[config.mk]
export PLATFORM = sky130hd
export DESIGN_NAME = chained_hash_set
export DESIGN_NICKNAME = d
export VERILOG_FILES = /design/src/rtl/chs_pkg.sv /design/src/rtl/chs_ram.sv /design/src/rtl/chs_divider.sv /design/src/rtl/chained_hash_set.sv
export SDC_FILE = /design/constraint.sdc
export NUM_CORES = 2
export LEC_CHECK = 0
export BUFFER_PORTS_ARGS = -buffer_cell sky130_fd_sc_hd__buf_2
export CAP_MARGIN = 10
export CELL_PAD_IN_SITES_DETAIL_PLACEMENT = 1
export CELL_PAD_IN_SITES_GLOBAL_PLACEMENT = 1
export CORE_MARGIN = 2
export CORE_UTILIZATION = 50
export CTS_BUF_LIST = sky130_fd_sc_hd__clkbuf_4 sky130_fd_sc_hd__clkbuf_8 sky130_fd_sc_hd__clkbuf_16
export CTS_CLUSTER_SIZE = 28
export DETAILED_ROUTE_END_ITERATION = 8
export PLACE_DENSITY_LB_ADDON = 0.08
export SLEW_MARGIN = 20
export SYNTH_ARGS = -nofsm -noshare
export SYNTH_HDL_FRONTEND = slang
export SYNTH_MEMORY_MAX_BITS = 65536
export SYNTH_SLANG_ARGS = --single-unit
export TNS_END_PERCENT = 20
[constraint.sdc]
create_clock -name clk -period 4.79 [get_ports clk]
set_clock_uncertainty 0.2 [all_clocks]
set_input_delay 0 -clock clk [delete_from_list [all_inputs] [get_ports clk]]
set_output_delay 0 -clock clk [all_outputs]
set_load 0.03 [all_outputs]
[src/rtl/chs_pkg.sv]
// Package: sizes, transaction types and operation codes for the chained hash set.
`timescale 1ns / 1ps
package chs_pkg;

  localparam int BUCKETS      = 16;
  localparam int BUCKET_DEPTH = 8;
  localparam int KEY_WIDTH    = 32;

  localparam int HASH_W   = 31;
  localparam int CFG_W    = 5;
  localparam int BIDX_W   = 4;
  localparam int COLL_W   = 16;
  localparam int BUCKET_W = (BUCKETS > 1) ? $clog2(BUCKETS) : 1;
  localparam int SLOT_W   = (BUCKET_DEPTH > 1) ? $clog2(BUCKET_DEPTH) : 1;
  localparam int FILL_W   = $clog2(BUCKET_DEPTH + 1);
  localparam int DIV_W    = BUCKET_W + 1;
  localparam int ADDR_W   = BUCKET_W + SLOT_W;
  localparam int STORE_DEPTH = BUCKETS * BUCKET_DEPTH;
  localparam int STEP_W   = $clog2(HASH_W);

  localparam logic [CFG_W-1:0]  CFG_RESET = CFG_W'(11);
  localparam logic [COLL_W-1:0] COLL_MAX  = '1;

  typedef enum logic {
    OP_INSERT = 1'b0,
    OP_SEARCH = 1'b1
  } chs_op_t;

  typedef enum logic {
    ST_DONE    = 1'b0,
    ST_DROPPED = 1'b1
  } chs_status_t;

  typedef struct packed {
    logic               op;
    logic signed [31:0] key;
    logic [HASH_W-1:0]  hash_key;
  } chs_req_t;

  typedef struct packed {
    logic              found;
    logic [BIDX_W-1:0] bucket_index;
    logic              status;
    logic [COLL_W-1:0] collisions;
  } chs_rsp_t;

endpackage

[src/rtl/chs_ram.sv]
// Generic single-write, single-read RAM with registered read data.
`timescale 1ns / 1ps
module chs_ram #(
  parameter int WIDTH = 32,
  parameter int DEPTH = 128
) (
  input  logic                     clk,
  input  logic                     we,
  input  logic [$clog2(DEPTH)-1:0] waddr,
  input  logic [WIDTH-1:0]         wdata,
  input  logic [$clog2(DEPTH)-1:0] raddr,
  output logic [WIDTH-1:0]         rdata
);

  logic [WIDTH-1:0] mem [DEPTH];

  always_ff @(posedge clk) begin
    if (we) begin
      mem[waddr] <= wdata;
    end
    rdata <= mem[raddr];
  end

endmodule

[src/rtl/chs_divider.sv]
// Bit-serial restoring remainder unit: hash key modulo the bucket count.
`timescale 1ns / 1ps
module chs_divider
  import chs_pkg::*;
(
  input  logic                clk,
  input  logic                rst,
  input  logic                start,
  input  logic [HASH_W-1:0]   dividend,
  input  logic [DIV_W-1:0]    divisor,
  output logic                done,
  output logic [BUCKET_W-1:0] remainder
);

  logic                running;
  logic [STEP_W-1:0]   step;
  logic [HASH_W-1:0]   shreg;
  logic [DIV_W-1:0]    dsr;
  logic [DIV_W-1:0]    trial;
  logic [DIV_W-1:0]    diff;

  // one quotient bit per cycle, MSB first; remainder stays below divisor
  assign trial = {remainder, shreg[HASH_W-1]};
  assign diff  = trial - dsr;

  always_ff @(posedge clk) begin
    if (rst) begin
      running <= 1'b0;
      done    <= 1'b0;
    end else begin
      done <= 1'b0;
      if (start) begin
        running <= 1'b1;
      end else if (running && step == '0) begin
        running <= 1'b0;
        done    <= 1'b1;
      end
    end
  end

  always_ff @(posedge clk) begin
    if (start) begin
      shreg     <= dividend;
      dsr       <= divisor;
      remainder <= '0;
      step      <= STEP_W'(HASH_W - 1);
    end else if (running) begin
      shreg <= shreg << 1;
      step  <= step - 1'b1;
      if (trial >= dsr) begin
        remainder <= diff[BUCKET_W-1:0];
      end else begin
        remainder <= trial[BUCKET_W-1:0];
      end
    end
  end

endmodule

[src/rtl/chained_hash_set.sv]
// Top level: hash set with separate chaining over fixed-depth buckets.
`timescale 1ns / 1ps
// A transaction is taken when start is high and busy is low; busy then stays
// high until the result appears. The result sits on rsp for exactly one cycle
// with done high and cannot be held off, so the receiver must take it then.
// busy is already low in that cycle, so the next transaction may start at the
// same edge. The bucket is hash_key modulo bucket_count, worked out by a
// bit-serial remainder unit at one bit per cycle for every transaction. An
// insert then finishes in the lookup step. A search reads its bucket from
// the key RAM one entry at a time (registered read, then compare), stopping
// at the first match. The user must write bucket_count via cfg_we/cfg_wdata
// only while idle; the block does not enforce it. 0 acts as 1 and values
// above 16 act as 16. Keys left beyond a lowered bucket count stay put.
// Inserts into a non-empty bucket bump a saturating collision count, even
// when the bucket is full and the key is dropped (status set). No clearing
// pass is needed after reset: only entries below a bucket's fill count are
// ever read.
module chained_hash_set
  import chs_pkg::*;
(
  input  logic             clk,
  input  logic             rst,
  input  logic             start,
  output logic             busy,
  input  chs_req_t         req,
  output logic             done,
  output chs_rsp_t         rsp,
  input  logic             cfg_we,
  input  logic [CFG_W-1:0] cfg_wdata
);

  typedef enum logic [4:0] {
    S_IDLE   = 5'b00001,
    S_HASH   = 5'b00010,
    S_LOOKUP = 5'b00100,
    S_READ   = 5'b01000,
    S_CMP    = 5'b10000
  } state_t;

  state_t              state;
  chs_req_t            req_q;
  logic [CFG_W-1:0]    bucket_count;
  logic [BUCKET_W-1:0] bkt;
  logic [FILL_W-1:0]   fill_q;
  logic [FILL_W-1:0]   slot;
  logic [COLL_W-1:0]   collision_total;
  logic [FILL_W-1:0]   bucket_fill [BUCKETS];

  logic [DIV_W-1:0]    eff_count;
  logic                div_start;
  logic                div_done;
  logic [BUCKET_W-1:0] div_rem;

  logic [FILL_W-1:0]   fill_now;
  logic [COLL_W-1:0]   collision_next;
  logic                ram_we;
  logic [ADDR_W-1:0]   ram_waddr;
  logic [ADDR_W-1:0]   ram_raddr;
  logic [KEY_WIDTH-1:0] ram_rdata;
  logic                key_hit;
  logic                last_slot;

  // clamp the configured count to 1..BUCKETS
  always_comb begin
    if (bucket_count == '0) begin
      eff_count = DIV_W'(1);
    end else if (32'(bucket_count) > BUCKETS) begin
      eff_count = DIV_W'(BUCKETS);
    end else begin
      eff_count = DIV_W'(bucket_count);
    end
  end

  assign busy      = (state != S_IDLE);
  assign div_start = (state == S_IDLE) && start;

  chs_divider u_div (
    .clk       (clk),
    .rst       (rst),
    .start     (div_start),
    .dividend  (req.hash_key),
    .divisor   (eff_count),
    .done      (div_done),
    .remainder (div_rem)
  );

  assign fill_now = bucket_fill[bkt];

  // inserting into a bucket that already holds keys counts as a collision
  always_comb begin
    collision_next = collision_total;
    if (fill_now != '0 && collision_total != COLL_MAX) begin
      collision_next = collision_total + 1'b1;
    end
  end

  assign ram_we    = (state == S_LOOKUP) && (req_q.op == OP_INSERT) &&
                     (32'(fill_now) < BUCKET_DEPTH);
  assign ram_waddr = {bkt, fill_now[SLOT_W-1:0]};
  assign ram_raddr = {bkt, slot[SLOT_W-1:0]};

  chs_ram #(
    .WIDTH (KEY_WIDTH),
    .DEPTH (STORE_DEPTH)
  ) u_keys (
    .clk   (clk),
    .we    (ram_we),
    .waddr (ram_waddr),
    .wdata (req_q.key[KEY_WIDTH-1:0]),
    .raddr (ram_raddr),
    .rdata (ram_rdata)
  );

  assign key_hit   = (ram_rdata == req_q.key[KEY_WIDTH-1:0]);
  assign last_slot = ((slot + 1'b1) == fill_q);

  // sequencer
  always_ff @(posedge clk) begin
    if (rst) begin
      state           <= S_IDLE;
      done            <= 1'b0;
      collision_total <= '0;
      bucket_count    <= CFG_RESET;
      for (int i = 0; i < BUCKETS; i++) begin
        bucket_fill[i] <= '0;
      end
    end else begin
      done <= 1'b0;
      if (cfg_we) begin
        bucket_count <= cfg_wdata;
      end
      case (state)
        S_IDLE: begin
          if (start) begin
            state <= S_HASH;
          end
        end
        S_HASH: begin
          if (div_done) begin
            state <= S_LOOKUP;
          end
        end
        S_LOOKUP: begin
          if (req_q.op == OP_INSERT) begin
            collision_total <= collision_next;
            if (ram_we) begin
              bucket_fill[bkt] <= fill_now + 1'b1;
            end
            done  <= 1'b1;
            state <= S_IDLE;
          end else if (fill_now == '0) begin
            done  <= 1'b1;
            state <= S_IDLE;
          end else begin
            state <= S_READ;
          end
        end
        S_READ: begin
          state <= S_CMP;
        end
        S_CMP: begin
          if (key_hit || last_slot) begin
            done  <= 1'b1;
            state <= S_IDLE;
          end else begin
            state <= S_READ;
          end
        end
        default: begin
          state <= S_IDLE;
        end
      endcase
    end
  end

  // datapath registers
  always_ff @(posedge clk) begin
    case (state)
      S_IDLE: begin
        if (start) begin
          req_q <= req;
        end
      end
      S_HASH: begin
        if (div_done) begin
          bkt <= div_rem;
        end
      end
      S_LOOKUP: begin
        slot   <= '0;
        fill_q <= fill_now;
        rsp.found        <= 1'b0;
        rsp.bucket_index <= BIDX_W'(bkt);
        rsp.status       <= ST_DONE;
        rsp.collisions   <= collision_total;
        if (req_q.op == OP_INSERT) begin
          rsp.collisions <= collision_next;
          if (!ram_we) begin
            rsp.status <= ST_DROPPED;
          end
        end
      end
      S_CMP: begin
        slot      <= slot + 1'b1;
        rsp.found <= key_hit;
      end
      default: begin
      end
    endcase
  end

endmodule

==> flow_summary.json <==
{
  "crit_arrival_ns": 5.32,
  "seq_area_frac_synth": 0.781,
  "hold_ws_ns": 0.0331,
  "p_per_area_nw_per_um2": 404,
  "period_needed_ns": 4.67,
  "cts.sinks": 4337,
  "synth.cells.most_frequent": "4,263 x edfxtp_1, 953 x mux4_2, 337 x nand2_1",
  "netlist.area_leader.share": 0.772,
  "combinationalPowerShare": 0.022,
  "maxSlewHeadroom": 0.150,
  "ys_async_sr_fraction": 0,
  "synth-edff-count": 4263,
  "finalMaxSlewViolations": 0,
  "outcome": "finished, final reports clean",
  "report.final.setup_viol": 0,
  "gp_congestion": 0.921,
  "maxCapViolations": 0,
  "core_sq_um": 330000,
  "final_antenna_net_count": 0,
  "yosysMostFrequentCell": "edfxtp_1",
  "cp_max_fo": 36,
  "yosys_warnings": 0,
  "seqCellArea_sq_um": 129000,
  "power.leakage_nw": 60.9,
  "cp.required_ns": 5.43,
  "ys_ff_latch": 4337,
  "setup_ws_ns": 0.117,
  "placed_cells": 12300,
  "critPathKind": "reg2reg",
  "clockBufferDepth": 4,
  "clkLatencyLatePin_ns": 1.04,
  "area_growth_pct": 16.8,
  "wl_per_cell_um": 41.0,
  "cp_slowest_stage_delay_ns": 0.87,
  "crit_path_cell_trace": "buf_12 -> nand2_1 -> nor2_4 -> buf_4 -> a22oi_1 -> nand4_1 -> o21ai_0 -> a211oi_1",
  "initial_core_util": 0.502,
  "fin_util": 0.586,
  "yosys-top-cells-area": "edfxtp_1 77%, mux4_2 13%, mux2i_1 1.9%, a22oi_1 0.90%, dfxtp_1 0.89%",
  "synth-main-ff-cell": "edfxtp_1",
  "ctsRootBufferMaster": "clkbuf_16",
  "dieArea_sq_um": 336000,
  "grt_pass1_vias": 88600,
  "fin_cells": 13400,
  "drc": 0,
  "antenna_found_initial": 59,
  "ctsResizeCount": 0,
  "drt_iter0_markers": 13500,
  "vias": 88600,
  "p_sw_frac": 0.207,
  "finalHoldViolations": 0,
  "layout.nets": 8731,
  "synth_cells": 7744,
  "max_freq_ghz": 0.214,
  "row_count": 211,
  "synthesis.area_sq_um": 166000,
  "start_kind": "flip-flop",
  "tritoncts": "built",
  "die_w_um": 580,
  "clockPowerShare": 0.440,
  "hpwl_um": 341000,
  "switchingPower_mw": 16.2,
  "yosysUniqueCellTypes": 72,
  "crit_path_end_kind": "flip-flop",
  "power_frac_seq": 0.538,
  "hold_class": "in2reg",
  "syn_nets": 7830,
  "fillers": 27400,
  "p_int_mw": 62.1,
  "die_h_um": 580,
  "rsz0062_at_grt": "false",
  "multiInputGateArea_sq_um": 35500,
  "grt_pass1_wl_um": 752000,
  "grtUsageTotal": 0.326,
  "wirelength_um": 550000,
  "clkTransAtPathRegs_ns": 0.07,
  "ios": 97,
  "final_area_sq_um": 194000,
  "grt_max_degree": 129,
  "dp_slack_ns": -0.0420,
  "max-vdd-ir-drop_v": 0.000324,
  "overflow": 0,
  "htreeDepth": 5,
  "syn_avg_cell_area_sq_um": 21.4,
  "layout-drive-gt1-share": 0.283,
  "placed_cell_area_sq_um": 177000,
  "critical-path-slowest-cell": "a211oi_1",
  "worst_slew_pin_slew_ns": 1.28,
  "drtPass1Iterations": 6,
  "yosysTopAreaCell": "edfxtp_1",
  "min_period_over_period": 0.976,
  "vias_per_cell": 6.61,
  "portBuffers": 96,
  "numCtsBuffers": 445
}
==> state kept, by name, summed over array words and instances, names as in the netlist, 16 cells and up, named ones only <==
name             count
bucket_fill         64
collision_total     16
req_q               33
rsp                 22
u_div.shreg         31
u_keys.mem        4096
u_keys.rdata        32
==> area by class of cell <==
class,instances,share of cell area
inverters,22,0.000530
flip-flops and latches,4337,0.669
well taps,4366,0.0282
diodes,23,0.000297
clock buffers,552,0.0626
clock inverters,266,0.0115
repair buffers,887,0.0451
multi-input cells,2952,0.183
==> cell usage in the layout, fill, tap and decap left out, drive strengths merged, types with 74 or more instances in the layout <==
cell	instances
nor2	301
clkbuf	552
clkinv	210
dlygate4sd3	215
nand2	341
dfxtp	74
buf	672
a22oi	199
mux4	953
edfxtp	4263
a21oi	151
mux2i	316
==> per-stage QoR <==
| stage | total power, mW | TNS (ns) |
|---|---|---|
| after floorplan | 43.4 | 0 |
| after global placement | 44.3 | -0.0344 |
| after detailed placement | 44.4 | -0.0420 |
| after CTS | 78.6 | 0 |
| after global routing | 80.1 | 0 |
| final | 78.3 | 0 |
==> worst max-delay path, delay by kind of cell (launching register included) <==
family / cells / cell delay, ns
and+or+nand+nor: 3 / 1.16
AOI/OAI and AO/OA: 3 / 1.48
DFF: 1 / 0.76
buffers and inverters: 2 / 0.80
==> kinds of logic (layout without fill, tap and decap cells) <==
family / after synthesis / after routing / share of synthesized area
buf+inv: 455 / 1727 / 0.0117
compound gates: 661 / 661 / 0.0272
simple gates: 925 / 925 / 0.0255
fa+ha+maj: 13 / 13 / 0.00103
flops: 4337 / 4337 / 0.781
mux: 1293 / 1293 / 0.150
other cells: 0 / 23 / 0
xor+xnor: 60 / 60 / 0.00317
==> layer usage <==
metal  GRT usage  vias to the layer above  routed length, um
met2       0.495                     5228             253000
met3      0.0703                      920              57100
li1            -                    34200                  -
met4       0.135                       18              26000
met5           0                        -                133
met1       0.464                    48200             214000
==> power by group through the flow <==
| stage | clock (mW) | sequential (mW) | combinational, mW |
|---|---|---|---|
| 3_5_place_dp | 0 | 42.9 | 1.50 |
| 2_1_floorplan | 0 | 43.2 | 0.224 |
| 4_1_cts | 34.8 | 42.1 | 1.68 |
| 3_3_place_gp | 0 | 42.9 | 1.40 |
| 6_report | 34.5 | 42.1 | 1.74 |
| 5_1_grt | 36.2 | 42.1 | 1.80 |
==> path summary, 6_finish.rpt <==
kind                              startpoint                          to  slack [ns]  cells after the start
hold / removal                       req[46]         req_q[46]$_DFFE_PP_        0.03                      3
setup / recovery            bkt[1]$_DFFE_PP_     u_keys.rdata[5]$_DFF_P_        0.12                      8
hold reg to reg   u_div.step[4]$_SDFFE_PP1P_  u_div.step[4]$_SDFFE_PP1P_        0.32                      2
setup reg to reg            bkt[1]$_DFFE_PP_     u_keys.rdata[5]$_DFF_P_        0.12                      8
==> what timing repair did <==
action / CTS / global route
endpoints found under the hold margin: 227 / 0
setup endpoints to repair: 1 / 0
hold buffers: 215 / 0
setup buffers: 3 / 0
Power figures use the tool's default switching activity.
